===== config.mk =====
export PLATFORM = sky130hd
export DESIGN_NAME = buht_cfg
export DESIGN_NICKNAME = d
export VERILOG_FILES = /design/src/rtl/buht_pkg.sv /design/src/rtl/buht_cfg.sv
export SDC_FILE = /design/constraint.sdc
export NUM_CORES = 1
export LEC_CHECK = 0
export ABC_AREA = 0
export BUFFER_PORTS_ARGS = -buffer_cell sky130_fd_sc_hd__buf_2
export CORE_UTILIZATION = 36
export DETAILED_ROUTE_END_ITERATION = 10
export PLACE_DENSITY = 0.85
export SLEW_MARGIN = 20
export SYNTH_ARGS = -nofsm -noshare
export SYNTH_HDL_FRONTEND = slang
export SYNTH_SLANG_ARGS = --single-unit

===== constraint.sdc =====
create_clock -name clk_i -period 1.8 [get_ports clk_i]
set_clock_uncertainty 0.15 [all_clocks]
set_input_delay 0.27 -clock clk_i [delete_from_list [all_inputs] [get_ports clk_i]]
set_output_delay 0.27 -clock clk_i [all_outputs]
set_load 0.1 [all_outputs]

===== src/rtl/buht_pkg.sv =====
// Shared types and constants for the backtrace uniquing hash table.
// Holds the transfer structs, status and command codes, and controller states.
// No dependencies.
package buht_pkg;

  localparam int unsigned ADDR_W   = 36;
  localparam int unsigned FRAME_W  = 64;
  localparam int unsigned NODE_W   = 16;
  localparam int unsigned STRIDE_W = 12;
  localparam int unsigned HASH_W   = 36;
  localparam int unsigned DIGIT_W  = 4;
  localparam int unsigned ENTRY_W  = NODE_W + ADDR_W;
  localparam int unsigned PADDR_W  = 3;
  localparam int unsigned PDATA_W  = 32;

  localparam logic [STRIDE_W-1:0] STRIDE_RESET = 12'd1394;

  localparam logic CMD_INSERT = 1'b0;
  localparam logic CMD_READ   = 1'b1;

  localparam logic [PADDR_W-3:0] REG_PROBE_STRIDE = 1'b0;

  typedef enum logic [2:0] {
    ST_NEW       = 3'd0,
    ST_PRESENT   = 3'd1,
    ST_SKIPPED   = 3'd2,
    ST_FULL      = 3'd3,
    ST_READ      = 3'd4,
    ST_BAD_INDEX = 3'd5
  } status_e;

  typedef enum logic [2:0] {
    S_CLEAR,
    S_IDLE,
    S_HASH,
    S_READ,
    S_CHECK,
    S_STEP,
    S_WRAP,
    S_NODE
  } state_e;

  typedef struct packed {
    logic               cmd;
    logic [FRAME_W-1:0] frame_address;
    logic               start_of_stack;
    logic [NODE_W-1:0]  node_index;
  } item_t;

  typedef struct packed {
    status_e           status;
    logic [NODE_W-1:0] result_index;
    logic [ADDR_W-1:0] read_address;
    logic [NODE_W-1:0] read_parent;
    logic [NODE_W-1:0] occupied_count;
  } result_t;

endpackage


===== src/rtl/buht_cfg.sv =====
// APB register block holding the probe stride.
// Depends on buht_pkg.
module buht_cfg (
  input  logic                                clk_i,
  input  logic                                rst_ni,
  input  logic                                psel,
  input  logic                                penable,
  input  logic                                pwrite,
  input  logic [buht_pkg::PADDR_W-1:0]        paddr,
  input  logic [buht_pkg::PDATA_W-1:0]        pwdata,
  output logic [buht_pkg::PDATA_W-1:0]        prdata,
  output logic                                pready,
  output logic [buht_pkg::STRIDE_W-1:0]       probe_stride_o
);

  logic [buht_pkg::STRIDE_W-1:0] probe_stride_q, probe_stride_d;
  logic                          sel_stride;
  logic                          wr_en;

  assign pready     = 1'b1;
  assign sel_stride = (paddr[buht_pkg::PADDR_W-1:2] == buht_pkg::REG_PROBE_STRIDE);
  assign wr_en      = psel & penable & pwrite & pready;

  always_comb begin
    probe_stride_d = probe_stride_q;
    if (wr_en && sel_stride) begin
      probe_stride_d = pwdata[buht_pkg::STRIDE_W-1:0];
    end
  end

  always_ff @(posedge clk_i or negedge rst_ni) begin
    if (!rst_ni) begin
      probe_stride_q <= buht_pkg::STRIDE_RESET;
    end else begin
      probe_stride_q <= probe_stride_d;
    end
  end

  assign prdata         = sel_stride ? buht_pkg::PDATA_W'(probe_stride_q) : '0;
  assign probe_stride_o = probe_stride_q;

endmodule


==> impl_metrics.tcl <==
set metrics [dict create \
    status "finished clean" \
    root_buffer "clkbuf_4" \
    synth_top_area_share_pct 20.69 \
    synth_top_area_cell "dfstp_2" \
    synth_area_per_cell_sq_um 12.29 \
    clk_latency_ns 0.27 \
    p_leak_uw 0.0006531 \
    ys_top_cells_by_area "dfstp_2 21%, buf_4 21%, dfrtp_1 20%" \
    pwr-share-clk_pct 9.1 \
    grt.overflow.total 0 \
    grt.busiest_layer "met2" \
    use_met2_pct 28.11 \
    nets 148 \
    use_met3_pct 7.547 \
    critPathBufInv 1 \
    worst_slack_ns 0.05297 \
    timing.fmax_mhz 572.4 \
    ant_nets 0 \
    cts_buffers 3 \
    grt_pass1_vias 502 \
    worstRegToRegCells 1 \
    wl_per_cell_microns 11.81 \
    whs_endpoint "probe_stride_o[11]" \
    grt_pass1_wl_microns 2311 \
    setup_viol_count_final 0 \
    reg2reg_from "probe_stride_o[10]" \
    syn_inst 62 \
    startpoint "probe_stride_o[8]" \
    worstHoldStart "pwdata[11]" \
    power_density_nw_per_um2 1554 \
    fp-row-count 16 \
    drt_wl_total_microns 1583 \
    dieArea_sq_um 2304 \
    post-route-period-util_pct 97.06 \
    globalRouteTotalUtil_pct 15.62 \
    ir_drop_v 0.0007927 \
    timing.rr.end "probe_stride_o[10]" \
    antenna_found_initial 0 \
    fin_cells 134 \
    hold_depth 2 \
    grt_max_degree 13 \
    design_area_sq_um 1241 \
    syn_area_sq_um 762.0 \
    critical_path_arrival_ns 1.33 \
    via_count 532 \
    cts-resized-gates 0 \
    cp_cell_sequence "buf_2" \
    comb_power_share_pct 68.9 \
    vias_per_cell 3.970 \
    maxCapViolations 0 \
    yosysSeqAreaShare_pct 40.39 \
    io_buffers 41 \
    hold_path_class "input port to flip-flop" \
    yosysUniqueCellTypes 11 \
    synth-seq-cells 12 \
    cts_hold_buf 1 \
    drt_iter0_drc 2 \
    antenna_cells 0 \
    slowest_stage "dfstp_4" \
    cts_tree "yes" \
    worstSetupEndpointType "output pin" \
    die_w_microns 48.01 \
    path_class "flip-flop to output pin" \
    finalHoldViolations 0 \
    cp_max_fo 3 \
    clk_pin_slew_ns 0.08 \
    place_congestion 0.6493 \
    p_sw_uw 1153 \
    finalMaxSlewViolations 0 \
    p_int_uw 775.8 \
    dpl_worst_slack_ns 0.2996 \
    dp.cells 129 \
    grt_setup_unrepaired "false" \
    cp_slowest_stage_delay_ns 0.63 \
    die_y_microns 48.01 \
    drive_above_1_share_pct 78.50 \
    met1_usage_pct 16.44 \
    cts_num_sinks 12 \
    post-route-drc-count 0 \
    setup_tns_ns 0 \
    yosys_warnings 0 \
    cp_top_family "flip-flops" \
    p_sw_share_pct 59.77 \
    post-cts-setup-buffer-count 0 \
    worst_setup_path_start_kind "flip-flop" \
    clk_path_buf_depth 2 \
    area_delta_synth_final_pct 62.89 \
    cts_max_level 1 \
    seq_power_share_pct 22.0 \
    placed_cell_area_sq_um 1205 \
    dr.pass1.iters 2 \
    rrSetupSlack_ns 0.82 \
    largest_reg_flops 12 \
    start_util_pct 38.45 \
    coreArea_sq_um 1982 \
    period_minus_slack_ns 1.747 \
    ios 85 \
    dp_hpwl_microns 1272 \
    cp.required_ns 1.38 \
]
## routing by layer
layer / share of wire, % / up-vias
met5: 0 / -
li1: - / 245
met1: 35 / 244
met3: 8.8 / 2
met2: 55 / 41
met4: 0.69 / 0
## cells by family (layout without fill, tap and decap cells)
family	Yosys count	count (layout)	synth area share (%)
buffers and inverters	23	49	22.66
DFF	12	12	40.39
muxes	12	12	22.66
other	2	21	0.9856
and+or+nand+nor	13	13	13.30
## per-stage QoR
| step | utilization [%] | hold WS (ns) | total power (uW) |
|---|---|---|---|
| final | 62.63 | 0.07612 | 1928 |
| after global routing | 62.63 | 0.05868 | 2002 |
| after CTS | 62.63 | 0.06669 | 1945 |
| after detailed placement | 60.80 | 0.01276 | 1762 |
| after global placement | 60.80 | 0.008580 | 1742 |
| after floorplan | - | -0.1756 | 1542 |
## Yosys cell counts
master,n
and2b_1,2
buf_4,21
buf_6,1
clkbuf_1,1
conb_1,2
dfrtp_1,6
dfstp_2,6
mux2_2,2
mux2_4,10
nand4b_4,1
nor2b_1,10
## cells in the final DEF, fill, tap and decap left out
cell,instances
buf_2,31
conb_1,21
buf_4,1
buf_12,12
mux2_4,10
nor2b_4,10
clkbuf_1,1
mux2_2,2
dfstp_4,6
and2b_2,2
dlygate4sd3_1,1
dfrtp_2,6
clkbuf_4,3
nand4b_4,1
## cell type report
| class | instances | area (sq um) |
|---|---|---|
| flip-flops and latches | 12 | 337.8 |
| well taps | 27 | 33.78 |
| multi-input cells | 46 | 430.4 |
| repair buffers | 45 | 412.9 |
| clock buffers | 4 | 26.28 |
| fillers | 168 | 740.7 |
## worst max-delay path by stage
stage / to / slack [ns] / cells after the start
3_3_place_gp: prdata[11] / 0.30 / 3
5_1_grt: probe_stride_o[10] / 0.007 / 1
4_1_cts: probe_stride_o[10] / 0.04 / 1
6_report: probe_stride_o[8] / 0.05 / 1
3_5_place_dp: prdata[11] / 0.30 / 3
2_1_floorplan: prdata[10] / 0.02 / 1
## power by group through the flow
stage	clock (uW)	combinational (uW)	sequential, uW
after floorplan	0	666	876
after global placement	0	1320	420
after detailed placement	0	1330	429
after CTS	184	1340	426
after global routing	200	1370	436
final	175	1330	424
Power figures use the tool's default switching activity.
