File: src/rtl/buht_pkg.sv
// Shared types and constants for the backtrace uniquing hash table.
// Holds the transfer structs, status and command codes, and controller states.
// No dependencies.
package buht_pkg;

  localparam int unsigned ADDR_W   = 36;
  localparam int unsigned FRAME_W  = 64;
  localparam int unsigned NODE_W   = 16;
  localparam int unsigned STRIDE_W = 12;
  localparam int unsigned HASH_W   = 36;
  localparam int unsigned DIGIT_W  = 4;
  localparam int unsigned ENTRY_W  = NODE_W + ADDR_W;
  localparam int unsigned PADDR_W  = 3;
  localparam int unsigned PDATA_W  = 32;

  localparam logic [STRIDE_W-1:0] STRIDE_RESET = 12'd1394;

  localparam logic CMD_INSERT = 1'b0;
  localparam logic CMD_READ   = 1'b1;

  localparam logic [PADDR_W-3:0] REG_PROBE_STRIDE = 1'b0;

  typedef enum logic [2:0] {
    ST_NEW       = 3'd0,
    ST_PRESENT   = 3'd1,
    ST_SKIPPED   = 3'd2,
    ST_FULL      = 3'd3,
    ST_READ      = 3'd4,
    ST_BAD_INDEX = 3'd5
  } status_e;

  typedef enum logic [2:0] {
    S_CLEAR,
    S_IDLE,
    S_HASH,
    S_READ,
    S_CHECK,
    S_STEP,
    S_WRAP,
    S_NODE
  } state_e;

  typedef struct packed {
    logic               cmd;
    logic [FRAME_W-1:0] frame_address;
    logic               start_of_stack;
    logic [NODE_W-1:0]  node_index;
  } item_t;

  typedef struct packed {
    status_e           status;
    logic [NODE_W-1:0] result_index;
    logic [ADDR_W-1:0] read_address;
    logic [NODE_W-1:0] read_parent;
    logic [NODE_W-1:0] occupied_count;
  } result_t;

endpackage

File: src/rtl/buht_mod.sv
// Digit-serial remainder unit: operand modulo a fixed divisor, four bits a cycle.
// Depends on buht_pkg.
module buht_mod #(
  parameter int unsigned DIVISOR = 65535,
  parameter int unsigned REM_W   = 16,
  parameter int unsigned IN_W    = 36
) (
  input  logic             clk_i,
  input  logic             rst_ni,
  input  logic             start_i,
  input  logic [IN_W-1:0]  operand_i,
  output logic             done_o,
  output logic [REM_W-1:0] rem_o
);

  localparam int unsigned DIGITS = IN_W / buht_pkg::DIGIT_W;
  localparam int unsigned CNT_W  = $clog2(DIGITS + 1);
  localparam logic [REM_W:0] DIV = (REM_W + 1)'(DIVISOR);

  logic [IN_W-1:0]  shift_q, shift_d;
  logic [REM_W-1:0] rem_q, rem_d;
  logic [CNT_W-1:0] cnt_q, cnt_d;
  logic             done_q, done_d;
  logic [REM_W:0]   acc;

  always_comb begin
    acc = {1'b0, rem_q};
    for (int k = 0; k < buht_pkg::DIGIT_W; k++) begin
      acc = {acc[REM_W-1:0], shift_q[IN_W-1-k]};
      if (acc >= DIV) begin
        acc = acc - DIV;
      end
    end
  end

  always_comb begin
    shift_d = shift_q;
    rem_d   = rem_q;
    cnt_d   = cnt_q;
    done_d  = (cnt_q == CNT_W'(1));
    if (start_i) begin
      shift_d = operand_i;
      rem_d   = '0;
      cnt_d   = CNT_W'(DIGITS);
    end else if (cnt_q != '0) begin
      shift_d = shift_q << buht_pkg::DIGIT_W;
      rem_d   = acc[REM_W-1:0];
      cnt_d   = cnt_q - CNT_W'(1);
    end
  end

  always_ff @(posedge clk_i or negedge rst_ni) begin
    if (!rst_ni) begin
      cnt_q  <= '0;
      done_q <= 1'b0;
    end else begin
      cnt_q  <= cnt_d;
      done_q <= done_d;
    end
  end

  always_ff @(posedge clk_i) begin
    shift_q <= shift_d;
    rem_q   <= rem_d;
  end

  assign done_o = done_q;
  assign rem_o  = rem_q;

endmodule
File: config.mk
export PLATFORM = sky130hd
export DESIGN_NAME = buht_mod
export DESIGN_NICKNAME = d
export VERILOG_FILES = /design/src/rtl/buht_pkg.sv /design/src/rtl/buht_mod.sv
export SDC_FILE = /design/constraint.sdc
export NUM_CORES = 1
export LEC_CHECK = 0
export BUFFER_PORTS_ARGS = -buffer_cell sky130_fd_sc_hd__buf_2
export CAP_MARGIN = 30
export CORE_MARGIN = 3
export CORE_UTILIZATION = 65
export DETAILED_ROUTE_END_ITERATION = 10
export PLACE_DENSITY_LB_ADDON = 0.25
export SLEW_MARGIN = 20
export SYNTH_ARGS = -nofsm -noshare
export SYNTH_HDL_FRONTEND = slang
export SYNTH_SLANG_ARGS = --single-unit
File: constraint.sdc
create_clock -name clk_i -period 16.37 [get_ports clk_i]
set_input_delay 3.274 -clock clk_i [delete_from_list [all_inputs] [get_ports clk_i]]
set_output_delay 3.274 -clock clk_i [all_outputs]
set_load 0.02 [all_outputs]
==> flow_metrics.env <==
export IMPL_drv_cap=0
export IMPL_worstSetupEndpointType="register"
export IMPL_synthArstFlopShare_pct=8.77
export IMPL_report_final_hold_viol_count=0
export IMPL_synthDistinctLibCells=80
export IMPL_cts_num_sinks=57
export IMPL_fmaxAchievable_ghz=0.127
export IMPL_final_net_count=639
export IMPL_detailedRoute_firstPassIterationCount=5
export IMPL_ys_flop_type="edfxtp_1"
export IMPL_routabilityCongestion=0.976
export IMPL_worst_setup_path_start_kind="register"
export IMPL_synthesis_area_per_instance_sq_um=9.01
export IMPL_finalCoreUtilization_pct=74.5
export IMPL_post_cts_hold_buffers=0
export IMPL_vias_in_the_first_global_route=4671
export IMPL_initialDrtViolationCount=610
export IMPL_antennaDiodeCount=0
export IMPL_mappedNetlistArea_sq_um=5000
export IMPL_worst_path_max_delay_cell="ha_1"
export IMPL_setup_viol=0
export IMPL_cts_made_buffers=9
export IMPL_floorplan_io_pins=56
export IMPL_layoutNonFillerInstCount=698
export IMPL_stdcell_area_sq_um=5490
export IMPL_cp_required_ps=16630
export IMPL_timing_max_slew_rel_slack_pct=43.5
export IMPL_finalWorstPathRequiredPeriod_ps=7860
export IMPL_clock_skew_ps=12.6
export IMPL_totalWireLength_mm=14.5
export IMPL_max_slew_worst_pin_slew_ps=847
export IMPL_finalCritPeriodShare_pct=48.0
export IMPL_initial_core_util_pct=67.8
export IMPL_grt_first_pass_wirelength_mm=23.3
export IMPL_place_detailed_hpwl_mm=10.2
export IMPL_status="completed"
export IMPL_fp_row_count=31
export IMPL_critical_path_max_stage_delay_ps=500
export IMPL_ctsRootBufferMaster="clkbuf_8"
export IMPL_syn_instance_count=555
export IMPL_power_static_leakage_nw=2.08
export IMPL_reg_clk_slew_reported_paths_ps=80
export IMPL_cts_buffer_depth=2
export IMPL_die_area_sq_um=8780
export IMPL_min_path_type="register to register"
export IMPL_clk_latency_ps=340
export IMPL_grt_overflow_total=0
export IMPL_post_cts_setup_buffer_count=0
export IMPL_fin_tns_setup_ps=0
export IMPL_syn_to_final_growth_pct=9.83
export IMPL_antenna_found_initial=0
export IMPL_placed_cells_incl_taps=682
export IMPL_tritoncts_clock_tree="yes"
export IMPL_post_drt_wl_per_cell_microns=20.8
export IMPL_cp_common_cell="ha_1"
export IMPL_io_buffer_count=55
export IMPL_route_detailed_vias_per_inst=7.14
export IMPL_gr_usage_total_pct=33.6
export IMPL_grt_setup_unrepaired="false"
export IMPL_post_route_cells_drive_above_1_share_pct=22.9
export IMPL_crit_type="register to register"
export IMPL_max_vdd_ir_drop_v=0.0000834
export IMPL_synthesis_nets=600
export IMPL_core_area_sq_um=7370
export IMPL_largest_net_degree_at_the_start_of_global_routing=43
export IMPL_drtAntennaViolNets=0
export IMPL_die_width_microns=93.7
export IMPL_cts_resized=0
export IMPL_synth_enable_flop_cells=36
export IMPL_dpl_cell_area_sq_um=5270
export IMPL_synth_seq_area_share_pct=30.5
export IMPL_die_h_microns=93.7
export IMPL_worst_endpoint_arrival_ps=8110
export IMPL_drcViolationCount=0
export IMPL_cts_htree_levels=3
export IMPL_power_density_nw_per_um2=92.4
export IMPL_via_count=4981
export IMPL_yosysWarnings=0
export IMPL_crit_fanout=17
export IMPL_finalMaxSlewViolations=0
export IMPL_ys_ff_latch=57
==> cell usage after synthesis, types with 10 or more instances <==
cell / number / area (sq um)
nor2_1: 43 / 161
nand2_1: 42 / 158
mux2_2: 37 / 417
edfxtp_1: 36 / 1080
nand3_1: 27 / 135
xnor2_1: 24 / 210
a21oi_1: 20 / 100
nor3_1: 20 / 100
clkbuf_1: 17 / 63.8
and2_1: 16 / 100
and3_1: 16 / 100
dfxtp_1: 16 / 320
o21ai_0: 15 / 75.1
a31oi_1: 12 / 75.1
a211oi_1: 11 / 82.6
mux2i_1: 11 / 110
nor4_1: 11 / 68.8
inv_1: 10 / 37.5
==> logic make-up after synthesis <==
logic type	count (synthesis)	share of synthesized area [%]
mux	48	10.5
flops	57	30.5
buf+inv	41	3.85
compound gates	136	21.7
simple gates	236	26.4
xor+xnor	31	5.43
fa+ha+maj	6	1.50
==> final cells by class <==
cell class / instances / area [sq um]
clock inverter: 7 / 93.8
sequential: 57 / 1530
fill: 534 / 1880
clock buffer: 9 / 124
multi-input combinational: 457 / 3280
timing repair buffer: 59 / 305
tap: 99 / 124
inverter: 10 / 37.5
==> worst max-delay path, delay by kind of cell (launching register included) <==
kind / cells / cell delay (ps)
xor+xnor: 3 / 760
mux: 2 / 820
simple gates: 9 / 1660
compound gates: 8 / 2590
flops: 1 / 480
fa+ha+maj: 4 / 1440
==> metrics by stage <==
step | total power (W) | worst slack, ps | hold WS (ps)
global route | 0.000528 | 7920 | 536
finish | 0.000507 | 8510 | 541
CTS | 0.000502 | 8740 | 518
global placement | 0.000348 | 9270 | 491
floorplan | 0.000310 | 9910 | 474
detailed placement | 0.000354 | 8830 | 510
==> report_power, final <==
group | internal [W] | switching (W) | total [W]
Sequential | 0.000175 | 0.0000256 | 0.000200
Clock | 0.0000855 | 0.0000596 | 0.000145
Combinational | 0.0000614 | 0.000101 | 0.000162
==> flip-flops by register name, indices dropped and copies added, names as in the netlist <==
register / count
shift_q: 36
rem_o: 16
done_o: 1
cnt_q: 4
==> worst paths after layout <==
kind                          start  cells past startpoint  slack [ps]  endpoint
max                        rem_o[0]                     26        8510  rem_o[3]
min                        cnt_q[3]                      1         540  cnt_q[3]
min in group asynchronous    rst_ni                      1        2740  cnt_q[1]
max in group asynchronous    rst_ni                      1       13500  cnt_q[0]
max reg2reg                rem_o[0]                     26        8510  rem_o[3]
min reg2reg                cnt_q[3]                      1         540  cnt_q[3]
==> layout by cell type (no fill, tap or decap), types with 16 or more instances in the layout <==
master | Yosys | layout
buf_2 | 6 | 55
edfxtp_1 | 36 | 36
nor2_1 | 43 | 43
mux2_2 | 37 | 37
and3_1 | 16 | 16
xnor2_1 | 24 | 24
dfxtp_1 | 16 | 16
nand3_1 | 27 | 27
nand2_1 | 42 | 42
nor3_1 | 20 | 20
a21oi_1 | 20 | 20
and2_1 | 16 | 16
==> routing by layer <==
layer	vias up	GRT usage, %	part of all wire (%)
met1	2320	43.0	38
met3	64	6.57	10
met4	0	13.4	3.0
met2	354	55.6	49
met5	-	0	0
li1	2243	-	-
No activity file was read; power rests on OpenSTA's default activity.
